<file path="src/lpht_pkg.sv">
// Shared types, constants and helpers for the linear probe hash table.
// Used by the controller, datapath, top level and checker.
package lpht_pkg;

   localparam int SLOTS = 16;
   localparam int IDX_W = (SLOTS > 1) ? $clog2(SLOTS) : 1;
   localparam int CNT_W = IDX_W + 1;
   localparam int RECIP = (1 << 16) / SLOTS;
   localparam bit IS_POW2 = ((SLOTS & (SLOTS - 1)) == 0);

   typedef enum logic [1:0] {
      OP_INSERT  = 2'd0,
      OP_REPLACE = 2'd1,
      OP_FIND    = 2'd2,
      OP_DELETE  = 2'd3
   } op_type;

   typedef enum logic [2:0] {
      ST_STORED  = 3'd0,
      ST_FULL    = 3'd1,
      ST_FOUND   = 3'd2,
      ST_MISSING = 3'd3,
      ST_DELETED = 3'd4
   } status_type;

   typedef enum logic [1:0] {
      SRC_ZERO  = 2'd0,
      SRC_IDX   = 2'd1,
      SRC_HOME  = 2'd2,
      SRC_MATCH = 2'd3
   } slot_src_type;

   typedef enum logic [1:0] {
      WR_NONE     = 2'd0,
      WR_NEW_IDX  = 2'd1,
      WR_NEW_HOME = 2'd2,
      WR_OLD_IDX  = 2'd3
   } wr_sel_type;

   typedef enum logic [2:0] {
      S_IDLE  = 3'd0,
      S_START = 3'd1,
      S_PROBE = 3'd2,
      S_EVICT = 3'd3,
      S_SCAN  = 3'd4,
      S_DONE  = 3'd5
   } state_type;

   typedef struct packed {
      logic         req_ready;
      logic         init_probe;
      logic         init_probe_next;
      logic         step_probe;
      logic         init_scan;
      logic         scan;
      wr_sel_type   wr_sel;
      logic         clr_valid;
      logic         set_res;
      status_type   res_status;
      slot_src_type res_src;
      logic         load_rsp;
   } cmd_type;

   typedef struct packed {
      logic   req_fire;
      op_type op;
      logic   home_valid;
      logic   probe_done;
      logic   probe_free;
      logic   foreign;
      logic   cmp_hit;
      logic   cmp_last;
      logic   out_free;
   } stat_type;

   // first byte modulo SLOTS: reciprocal multiply, one correction step
   function automatic logic [IDX_W-1:0] home_of(input logic [7:0] b);
      logic [24:0] prod;
      logic [8:0]  quot;
      logic [17:0] rem;
      prod = 25'(b) * 25'(RECIP);
      quot = prod[24:16];
      rem  = 18'(b) - 18'(18'(quot) * 18'(SLOTS));
      if (rem >= 18'(SLOTS)) begin
         rem = rem - 18'(SLOTS);
      end
      if (IS_POW2) begin
         return b[IDX_W-1:0];
      end
      return rem[IDX_W-1:0];
   endfunction

   function automatic logic [3:0] slot_out(input logic [IDX_W-1:0] s);
      logic [IDX_W+3:0] t;
      t = (IDX_W + 4)'(s);
      return t[3:0];
   endfunction

endpackage

</file>
<file path="src/lpht_if.sv">
// Request and response channel interfaces for the linear probe hash table.
// Depends on nothing; payload widths are fixed by the item formats.
interface lpht_req_if;
   logic        valid;
   logic        ready;
   logic [1:0]  req_type;
   logic [63:0] key_word;
   logic [63:0] meaning_value;
   modport source (output valid, req_type, key_word, meaning_value, input ready);
   modport sink (input valid, req_type, key_word, meaning_value, output ready);
endinterface

interface lpht_rsp_if;
   logic       valid;
   logic       ready;
   logic [2:0] status;
   logic [3:0] slot_index;
   modport source (output valid, status, slot_index, input ready);
   modport sink (input valid, status, slot_index, output ready);
endinterface

</file>
<file path="src/lpht_ctrl.sv">
// Controller state machine for the linear probe hash table.
// Drives lpht_pkg::cmd_type commands from lpht_pkg::stat_type status.
module lpht_ctrl (
   input  logic               clock,
   input  logic               reset,
   input  lpht_pkg::stat_type stat,
   output lpht_pkg::cmd_type  cmd
);

   lpht_pkg::state_type state_ff, state_in;

   always_ff @(posedge clock) begin
      if (reset) begin
         state_ff <= lpht_pkg::S_IDLE;
      end else begin
         state_ff <= state_in;
      end
   end

   always_comb begin
      state_in = state_ff;
      unique case (state_ff)
         lpht_pkg::S_IDLE: begin
            if (stat.req_fire) state_in = lpht_pkg::S_START;
         end
         lpht_pkg::S_START: begin
            unique case (stat.op)
               lpht_pkg::OP_INSERT: state_in = lpht_pkg::S_PROBE;
               lpht_pkg::OP_REPLACE: begin
                  state_in = stat.home_valid ? lpht_pkg::S_PROBE : lpht_pkg::S_DONE;
               end
               lpht_pkg::OP_FIND, lpht_pkg::OP_DELETE: state_in = lpht_pkg::S_SCAN;
               default: state_in = lpht_pkg::S_IDLE;
            endcase
         end
         lpht_pkg::S_PROBE: begin
            if (stat.probe_done) begin
               state_in = lpht_pkg::S_DONE;
            end else if (stat.probe_free) begin
               if (stat.op == lpht_pkg::OP_REPLACE && stat.foreign) begin
                  state_in = lpht_pkg::S_EVICT;
               end else begin
                  state_in = lpht_pkg::S_DONE;
               end
            end
         end
         lpht_pkg::S_EVICT: state_in = lpht_pkg::S_DONE;
         lpht_pkg::S_SCAN: begin
            if (stat.cmp_hit || stat.cmp_last) state_in = lpht_pkg::S_DONE;
         end
         lpht_pkg::S_DONE: begin
            if (stat.out_free) state_in = lpht_pkg::S_IDLE;
         end
         default: state_in = lpht_pkg::S_IDLE;
      endcase
   end

   always_comb begin
      cmd = '0;
      unique case (state_ff)
         lpht_pkg::S_IDLE: cmd.req_ready = 1'b1;
         lpht_pkg::S_START: begin
            unique case (stat.op)
               lpht_pkg::OP_INSERT: cmd.init_probe = 1'b1;
               lpht_pkg::OP_REPLACE: begin
                  if (stat.home_valid) begin
                     cmd.init_probe_next = 1'b1;
                  end else begin
                     cmd.wr_sel     = lpht_pkg::WR_NEW_HOME;
                     cmd.set_res    = 1'b1;
                     cmd.res_status = lpht_pkg::ST_STORED;
                     cmd.res_src    = lpht_pkg::SRC_HOME;
                  end
               end
               lpht_pkg::OP_FIND, lpht_pkg::OP_DELETE: cmd.init_scan = 1'b1;
               default: cmd.init_scan = 1'b0;
            endcase
         end
         lpht_pkg::S_PROBE: begin
            priority if (stat.probe_done) begin
               cmd.set_res    = 1'b1;
               cmd.res_status = lpht_pkg::ST_FULL;
               cmd.res_src    = lpht_pkg::SRC_ZERO;
            end else if (stat.probe_free) begin
               if (stat.op == lpht_pkg::OP_REPLACE && stat.foreign) begin
                  cmd.wr_sel = lpht_pkg::WR_OLD_IDX;
               end else begin
                  cmd.wr_sel     = lpht_pkg::WR_NEW_IDX;
                  cmd.set_res    = 1'b1;
                  cmd.res_status = lpht_pkg::ST_STORED;
                  cmd.res_src    = lpht_pkg::SRC_IDX;
               end
            end else begin
               cmd.step_probe = 1'b1;
            end
         end
         lpht_pkg::S_EVICT: begin
            cmd.wr_sel     = lpht_pkg::WR_NEW_HOME;
            cmd.set_res    = 1'b1;
            cmd.res_status = lpht_pkg::ST_STORED;
            cmd.res_src    = lpht_pkg::SRC_HOME;
         end
         lpht_pkg::S_SCAN: begin
            cmd.scan = 1'b1;
            if (stat.cmp_hit) begin
               cmd.set_res = 1'b1;
               cmd.res_src = lpht_pkg::SRC_MATCH;
               if (stat.op == lpht_pkg::OP_DELETE) begin
                  cmd.clr_valid  = 1'b1;
                  cmd.res_status = lpht_pkg::ST_DELETED;
               end else begin
                  cmd.res_status = lpht_pkg::ST_FOUND;
               end
            end else if (stat.cmp_last) begin
               cmd.set_res    = 1'b1;
               cmd.res_status = lpht_pkg::ST_MISSING;
               cmd.res_src    = lpht_pkg::SRC_ZERO;
            end
         end
         lpht_pkg::S_DONE: cmd.load_rsp = stat.out_free;
         default: cmd.req_ready = 1'b0;
      endcase
   end

endmodule

</file>
<file path="src/lpht_dp.sv">
// Datapath for the linear probe hash table: request latch, valid flags,
// slot memory, probe and scan counters, result and response registers.
// Depends on lpht_pkg and the channel interfaces.
module lpht_dp (
   input  logic              clock,
   input  logic              reset,
   lpht_req_if.sink          req,
   lpht_rsp_if.source        rsp,
   input  lpht_pkg::cmd_type cmd,
   output lpht_pkg::stat_type stat
);

   lpht_pkg::op_type                op_ff;
   logic [63:0]                     key_ff;
   logic [63:0]                     mean_ff;
   logic [lpht_pkg::IDX_W-1:0]      home_ff;
   logic [lpht_pkg::IDX_W-1:0]      idx_ff;
   logic [lpht_pkg::CNT_W-1:0]      cnt_ff;
   logic                            cmp_vld_ff;
   logic [lpht_pkg::IDX_W-1:0]      cmp_idx_ff;
   logic [lpht_pkg::SLOTS-1:0]      valid_ff;
   logic [63:0]                     mem_word [lpht_pkg::SLOTS];
   logic [63:0]                     mem_mean [lpht_pkg::SLOTS];
   logic [63:0]                     rd_word_ff;
   logic [63:0]                     rd_mean_ff;
   lpht_pkg::status_type            res_status_ff;
   logic [lpht_pkg::IDX_W-1:0]      res_slot_ff;
   logic                            rsp_valid_ff;
   lpht_pkg::status_type            rsp_status_ff;
   logic [3:0]                      rsp_slot_ff;

   logic                            req_fire;
   logic                            wr_en;
   logic [lpht_pkg::IDX_W-1:0]      wr_addr;
   logic [63:0]                     wr_word;
   logic [63:0]                     wr_mean;
   logic [lpht_pkg::IDX_W-1:0]      rd_addr;
   logic [lpht_pkg::IDX_W-1:0]      res_slot_in;

   function automatic logic [lpht_pkg::IDX_W-1:0] wrap_next(
      input logic [lpht_pkg::IDX_W-1:0] i
   );
      if (i == lpht_pkg::IDX_W'(lpht_pkg::SLOTS - 1)) begin
         return '0;
      end
      return i + 1'b1;
   endfunction

   assign req.ready = cmd.req_ready;
   assign req_fire  = req.valid && cmd.req_ready;

   always_ff @(posedge clock) begin
      if (req_fire) begin
         op_ff   <= lpht_pkg::op_type'(req.req_type);
         key_ff  <= req.key_word;
         mean_ff <= req.meaning_value;
         home_ff <= lpht_pkg::home_of(req.key_word[7:0]);
      end
   end

   always_ff @(posedge clock) begin
      if (cmd.init_probe) begin
         idx_ff <= home_ff;
         cnt_ff <= '0;
      end else if (cmd.init_probe_next) begin
         idx_ff <= wrap_next(home_ff);
         cnt_ff <= lpht_pkg::CNT_W'(1);
      end else if (cmd.step_probe) begin
         idx_ff <= wrap_next(idx_ff);
         cnt_ff <= cnt_ff + 1'b1;
      end else if (cmd.init_scan) begin
         cnt_ff <= '0;
      end else if (cmd.scan && cnt_ff != lpht_pkg::CNT_W'(lpht_pkg::SLOTS)) begin
         cnt_ff <= cnt_ff + 1'b1;
      end
   end

   always_ff @(posedge clock) begin
      if (reset) begin
         cmp_vld_ff <= 1'b0;
      end else begin
         cmp_vld_ff <= cmd.scan && (cnt_ff != lpht_pkg::CNT_W'(lpht_pkg::SLOTS));
      end
      cmp_idx_ff <= cnt_ff[lpht_pkg::IDX_W-1:0];
   end

   always_comb begin
      wr_en   = 1'b1;
      wr_addr = idx_ff;
      wr_word = key_ff;
      wr_mean = mean_ff;
      unique case (cmd.wr_sel)
         lpht_pkg::WR_NONE:     wr_en = 1'b0;
         lpht_pkg::WR_NEW_IDX:  wr_addr = idx_ff;
         lpht_pkg::WR_NEW_HOME: wr_addr = home_ff;
         lpht_pkg::WR_OLD_IDX: begin
            wr_word = rd_word_ff;
            wr_mean = rd_mean_ff;
         end
         default: wr_en = 1'b0;
      endcase
   end

   assign rd_addr = cmd.scan ? cnt_ff[lpht_pkg::IDX_W-1:0] : home_ff;

   always_ff @(posedge clock) begin
      if (wr_en) begin
         mem_word[wr_addr] <= wr_word;
         mem_mean[wr_addr] <= wr_mean;
      end
      rd_word_ff <= mem_word[rd_addr];
      rd_mean_ff <= mem_mean[rd_addr];
   end

   always_ff @(posedge clock) begin
      if (reset) begin
         valid_ff <= '0;
      end else begin
         if (wr_en) valid_ff[wr_addr] <= 1'b1;
         if (cmd.clr_valid) valid_ff[cmp_idx_ff] <= 1'b0;
      end
   end

   always_comb begin
      unique case (cmd.res_src)
         lpht_pkg::SRC_ZERO:  res_slot_in = '0;
         lpht_pkg::SRC_IDX:   res_slot_in = idx_ff;
         lpht_pkg::SRC_HOME:  res_slot_in = home_ff;
         lpht_pkg::SRC_MATCH: res_slot_in = cmp_idx_ff;
         default:             res_slot_in = '0;
      endcase
   end

   always_ff @(posedge clock) begin
      if (cmd.set_res) begin
         res_status_ff <= cmd.res_status;
         res_slot_ff   <= res_slot_in;
      end
   end

   always_ff @(posedge clock) begin
      if (reset) begin
         rsp_valid_ff <= 1'b0;
      end else if (cmd.load_rsp) begin
         rsp_valid_ff <= 1'b1;
      end else if (rsp.ready) begin
         rsp_valid_ff <= 1'b0;
      end
      if (cmd.load_rsp) begin
         rsp_status_ff <= res_status_ff;
         rsp_slot_ff   <= lpht_pkg::slot_out(res_slot_ff);
      end
   end

   assign rsp.valid      = rsp_valid_ff;
   assign rsp.status     = rsp_status_ff;
   assign rsp.slot_index = rsp_slot_ff;

   always_comb begin
      stat.req_fire   = req_fire;
      stat.op         = op_ff;
      stat.home_valid = valid_ff[home_ff];
      stat.probe_done = (cnt_ff == lpht_pkg::CNT_W'(lpht_pkg::SLOTS));
      stat.probe_free = !valid_ff[idx_ff];
      stat.foreign    = (lpht_pkg::home_of(rd_word_ff[7:0]) != home_ff);
      stat.cmp_hit    = cmp_vld_ff && valid_ff[cmp_idx_ff] && (rd_word_ff == key_ff);
      stat.cmp_last   = cmp_vld_ff &&
                        (cmp_idx_ff == lpht_pkg::IDX_W'(lpht_pkg::SLOTS - 1));
      stat.out_free   = !rsp_valid_ff || rsp.ready;
   end

endmodule

</file>
<file path="src/linear_probe_hash_table.sv">
// Linear probe hash table: open-addressed table of lpht_pkg::SLOTS entries
// (16), each a valid flag, a 64-bit packed word and a 64-bit meaning, home slot
// = first byte modulo SLOTS. One request beat gives one response beat. Items
// are handled one at a time; the block takes a new request once the previous
// result has been loaded into the response register. Inserts walk the valid
// flags one slot per cycle from home (replace also reads the home entry to
// decide eviction). Find and delete stream the slots in order through the
// single memory read port, one per cycle, stopping at the first match. Valid
// flags clear at reset; no clearing pass is needed.
module linear_probe_hash_table (
   input  logic        clock,
   input  logic        reset,
   lpht_req_if.sink    req_bus,
   lpht_rsp_if.source  rsp_bus
);

   lpht_pkg::cmd_type  cmd;
   lpht_pkg::stat_type stat;

   lpht_ctrl u_ctrl (
      .clock (clock),
      .reset (reset),
      .stat  (stat),
      .cmd   (cmd)
   );

   lpht_dp u_dp (
      .clock (clock),
      .reset (reset),
      .req   (req_bus),
      .rsp   (rsp_bus),
      .cmd   (cmd),
      .stat  (stat)
   );

endmodule

</file>
<file path="src/flat_wrapper.sv">
// flat-port wrapper written by rule: the top's interface ports become plain ports
module linear_probe_hash_table_flat 
  (clock, reset, req_bus_valid, req_bus_req_type, req_bus_key_word, req_bus_meaning_value, req_bus_ready, rsp_bus_valid, rsp_bus_status, rsp_bus_slot_index, rsp_bus_ready);
  lpht_req_if req_bus_i ();
  lpht_rsp_if rsp_bus_i ();
  input  logic clock;
  input  logic reset;
  input wire logic [$bits(req_bus_i.valid)-1:0] req_bus_valid;
  input wire logic [$bits(req_bus_i.req_type)-1:0] req_bus_req_type;
  input wire logic [$bits(req_bus_i.key_word)-1:0] req_bus_key_word;
  input wire logic [$bits(req_bus_i.meaning_value)-1:0] req_bus_meaning_value;
  output wire logic [$bits(req_bus_i.ready)-1:0] req_bus_ready;
  output wire logic [$bits(rsp_bus_i.valid)-1:0] rsp_bus_valid;
  output wire logic [$bits(rsp_bus_i.status)-1:0] rsp_bus_status;
  output wire logic [$bits(rsp_bus_i.slot_index)-1:0] rsp_bus_slot_index;
  input wire logic [$bits(rsp_bus_i.ready)-1:0] rsp_bus_ready;
  assign req_bus_i.valid = req_bus_valid;
  assign req_bus_i.req_type = req_bus_req_type;
  assign req_bus_i.key_word = req_bus_key_word;
  assign req_bus_i.meaning_value = req_bus_meaning_value;
  assign req_bus_ready = req_bus_i.ready;
  assign rsp_bus_valid = rsp_bus_i.valid;
  assign rsp_bus_status = rsp_bus_i.status;
  assign rsp_bus_slot_index = rsp_bus_i.slot_index;
  assign rsp_bus_i.ready = rsp_bus_ready;
  linear_probe_hash_table u_core (.clock(clock), .reset(reset), .req_bus(req_bus_i), .rsp_bus(rsp_bus_i));
endmodule
</file>
<file path="config.mk">
export PLATFORM = sky130hd
export DESIGN_NAME = linear_probe_hash_table_flat
export DESIGN_NICKNAME = d
export VERILOG_FILES = /design/src/lpht_pkg.sv /design/src/lpht_if.sv /design/src/lpht_ctrl.sv /design/src/lpht_dp.sv /design/src/linear_probe_hash_table.sv /design/src/flat_wrapper.sv
export SDC_FILE = /design/constraint.sdc
export NUM_CORES = 2
export LEC_CHECK = 0
export BUFFER_PORTS_ARGS = -buffer_cell sky130_fd_sc_hd__buf_2
export CORE_MARGIN = 4
export CORE_UTILIZATION = 35
export DETAILED_ROUTE_END_ITERATION = 6
export GPL_TIMING_DRIVEN = 0
export REMOVE_ABC_BUFFERS = 1
export SETUP_SLACK_MARGIN = 0.5
export SLEW_MARGIN = 5
export SYNTH_ARGS = -nofsm -noshare
export SYNTH_HDL_FRONTEND = slang
export SYNTH_SLANG_ARGS = --single-unit
</file>
<file path="constraint.sdc">
create_clock -name clock -period 6.3 [get_ports clock]
set_clock_uncertainty 0.15 [all_clocks]
set_input_delay 1.89 -clock clock [delete_from_list [all_inputs] [get_ports clock]]
set_output_delay 1.89 -clock clock [all_outputs]
set_load 0.02 [all_outputs]
</file>
==> qor.csv <==
metric;value;unit
clockBufferDepth;3;
track_usage;0.166;
grt_pass1_vias;27300;
drt-initial-drc-count;3115;
vias;28600;
tightestPinTransition;1.17;ns
cts-buffers-inserted;115;
ys.warnings.count;0;
layout_commonest_cell;edfxtp_1;
synth_edf_count;1108;
clk_latency;0.73;ns
critPathSlowestCell;nor3b_4;
hpwlAfterDp;67800;um
netlist_area;48200;um^2
wl_per_cell;23.0;um
synth_async_sr_flop_share;0;
design.core.area;136000;um^2
ys_ff_latch;1202;
ctsHoldBuffers;0;
use_met1;0.248;
cp_common_cell;buf_16;
syn_to_final_growth;16.4;%
post-cts-setup-buffers;0;
min_to;u_core.u_dp.rsp.slot_index[1];
drtPass1Iterations;5;
cpPeakStageDelay;0.83;ns
period_share;0.728;
antenna_found_initial;4;
htreeDepth;3;
startpoint_type;register;
drc;0;
min_from;u_core.u_dp.res_slot_ff[1];
min_path_type;reg -> reg;
fin_tns_setup;0;ns
r2r-start;u_core.u_ctrl.state_ff[2];
synth_top_area_frac;0.691;
hold_viol;0;
relSlewSlack;0.217;
busiest_layer;met2;
drive_above_1_share;0.130;
ys_types;67;
gp_congestion;0.784;
crit_path_cell_trace;nor3b_4 > mux2i_4 > buf_12 > buf_16 > buf_16 > buf_16 > buf_16 > buf_16 > buf_16 > buf_16 > a211oi_1 > a311oi_1 > a211oi_1 > a21oi_1;
cts.sinks;1202;
grt_overflow_total;0;
die_y;379;um
rsz0062_at_grt;false;
reg2reg_slack;1.71;ns
ys_seq_area_frac;0.730;
synth_top_area_cell;edfxtp_1;
fin_crit;4.59;ns
postRouteAntennaNets;0;
criticalPathCategory;reg -> reg;
startpoint;u_core.u_ctrl.state_ff[2];
dp.cells;5078;
cp-end-kind;register;
r2r_end;u_core.u_dp.rd_word_ff[50];
avgViaCountPerCell;5.41;
met3_usage;0.0250;
synth.area.top_cells;edfxtp_1 (69%), a211oi_1 (5.2%), nand2_1 (4.2%);
die_area;144000;um^2
holdWs;0.275;ns
row_count;135;
cts_tree;built;
ir_drop;0.234;mV
num_antenna_cells;0;
wirelength;122000;um
clockRootBuffer;clkbuf_16;
mostFrequentLayoutCells;edfxtp_1 (1108), nand2_1 (535), a211oi_1 (333);
nFillCells;12300;
initial_core_util;0.354;
grt_util_met2;0.256;
post_synth.cell_area_avg;14.3;um^2
postSynthCellCount;3370;
crit_fanout;28;
drv_slew;0;
fin_nets;3552;
p_per_area;393;nW/um^2
synthFlopType;edfxtp_1;
grt_pass1_wl;179000;um
path_clk_slew;0.06;ns
maxCapViolations;0;
whs_path_depth;0;
finalNonFillerCells;5296;
ios;143;
post_cts_resized;0;
reg2reg_depth;14;
fmax;0.218;GHz
grt_start_max_net_pins;143;
worst_ep_arrival_time;5.08;ns
p_leak;17.9;nW
status;complete, no violations;
port_buffers;78;
report.final.setup_viol;0;
worst-endpoint-required;6.79;ns
fp.dieW;379;um
==> through the flow <==
| step | setup WS, ns | util | total power [mW] | area, um^2 |
|---|---|---|---|---|
| 3_5_place_dp | 1.37 | 0.383 | 15.1 | 52200 |
| 3_3_place_gp | -32.77 | 0.366 | 14.6 | 49800 |
| 5_1_grt | 1.39 | 0.412 | 23.0 | 56100 |
| 6_report | 1.71 | 0.412 | 22.0 | 56100 |
| 2_1_floorplan | -16.07 | - | 13.4 | 47200 |
| 4_1_cts | 1.40 | 0.412 | 22.2 | 56100 |
==> area by class of cell <==
type | count | area (um^2) | share of cell area
flip-flops and latches | 1202 | 35200 | 0.627
multi-input cells | 1909 | 12100 | 0.215
clock buffers | 150 | 3120 | 0.0557
repair buffers | 167 | 2660 | 0.0474
well taps | 1781 | 2230 | 0.0397
clock inverters | 68 | 783 | 0.0140
inverters | 19 | 71.3 | 0.00127
==> synthesized netlist by cell type (all sizes together), types with 4 or more instances <==
library cell and n:
o21ai 17, a31oi 131, a211oi 333, ha 4, mux4 12, nand2b 21, nand2 535, xor2 7
and2 277, a21oi 157, edfxtp 1108, nor3 12, nor4 16, a311oi 130, buf 48, mux2i 13
a21o 6, nand3 13, dfxtp 94, mux2 65, inv 18, a22o 7, nor2 32, o2111ai 5
nand4 23, xnor2 52, clkbuf 192
==> per-layer routing <==
layer | part of all wire | wire, um
met4 | 0.022 | 2710
met3 | 0.064 | 7740
met1 | 0.46 | 56000
met2 | 0.45 | 55200
met5 | 0 | 0
==> state kept, by name, summed over array words and instances, names as in the netlist, 4 cells and up <==
name,cells
u_core.u_dp.idx_ff,4
u_core.u_dp.rsp.slot_index,4
u_core.u_dp.cnt_ff,5
u_core.u_dp.res_slot_ff,4
u_core.u_dp.cmp_idx_ff,4
u_core.u_dp.key_ff,64
u_core.u_dp.mem_word,1024
u_core.u_dp.valid_ff,16
u_core.u_dp.rd_word_ff,64
==> critical path: cells and delay by family (launching register included) <==
| kind | cells | cell delay, ns |
|---|---|---|
| AOI/OAI and AO/OA | 4 | 0.58 |
| buffers and inverters | 8 | 1.53 |
| muxes | 1 | 0.80 |
| and+or+nand+nor | 1 | 0.83 |
| DFF | 1 | 0.57 |
==> cells by family after synthesis <==
| logic type | count (synthesis) | synth area share |
|---|---|---|
| AO/OA/AOI/OAI | 802 | 0.117 |
| buffers and inverters | 259 | 0.0220 |
| multiplexers | 90 | 0.0237 |
| adder cells (fa/ha/maj) | 4 | 0.00104 |
| XOR/XNOR | 59 | 0.0112 |
| AND/OR/NAND/NOR | 954 | 0.0949 |
| flip-flops | 1202 | 0.730 |
==> power breakdown <==
part	internal [mW]	switching [mW]	total (mW)
clock	4.11	3.00	7.11
combinational	1.94	3.18	5.12
sequential	9.42	0.363	9.78
==> how the worst max path moves through the flow <==
| stage | end | slack [ns] | cells past startpoint |
|---|---|---|---|
| 3_5_place_dp | u_core.u_dp.rd_word_ff[54] | 1.37 | 14 |
| 5_1_grt | u_core.u_dp.rd_word_ff[35] | 1.39 | 15 |
| 4_1_cts | u_core.u_dp.rd_word_ff[54] | 1.40 | 14 |
| 2_1_floorplan | u_core.u_dp.rd_word_ff[0] | -16.07 | 6 |
| 6_report | u_core.u_dp.rd_word_ff[50] | 1.71 | 14 |
| 3_3_place_gp | u_core.u_dp.rd_word_ff[28] | -32.77 | 6 |
Note: power is estimated with default switching activity, not from simulation.
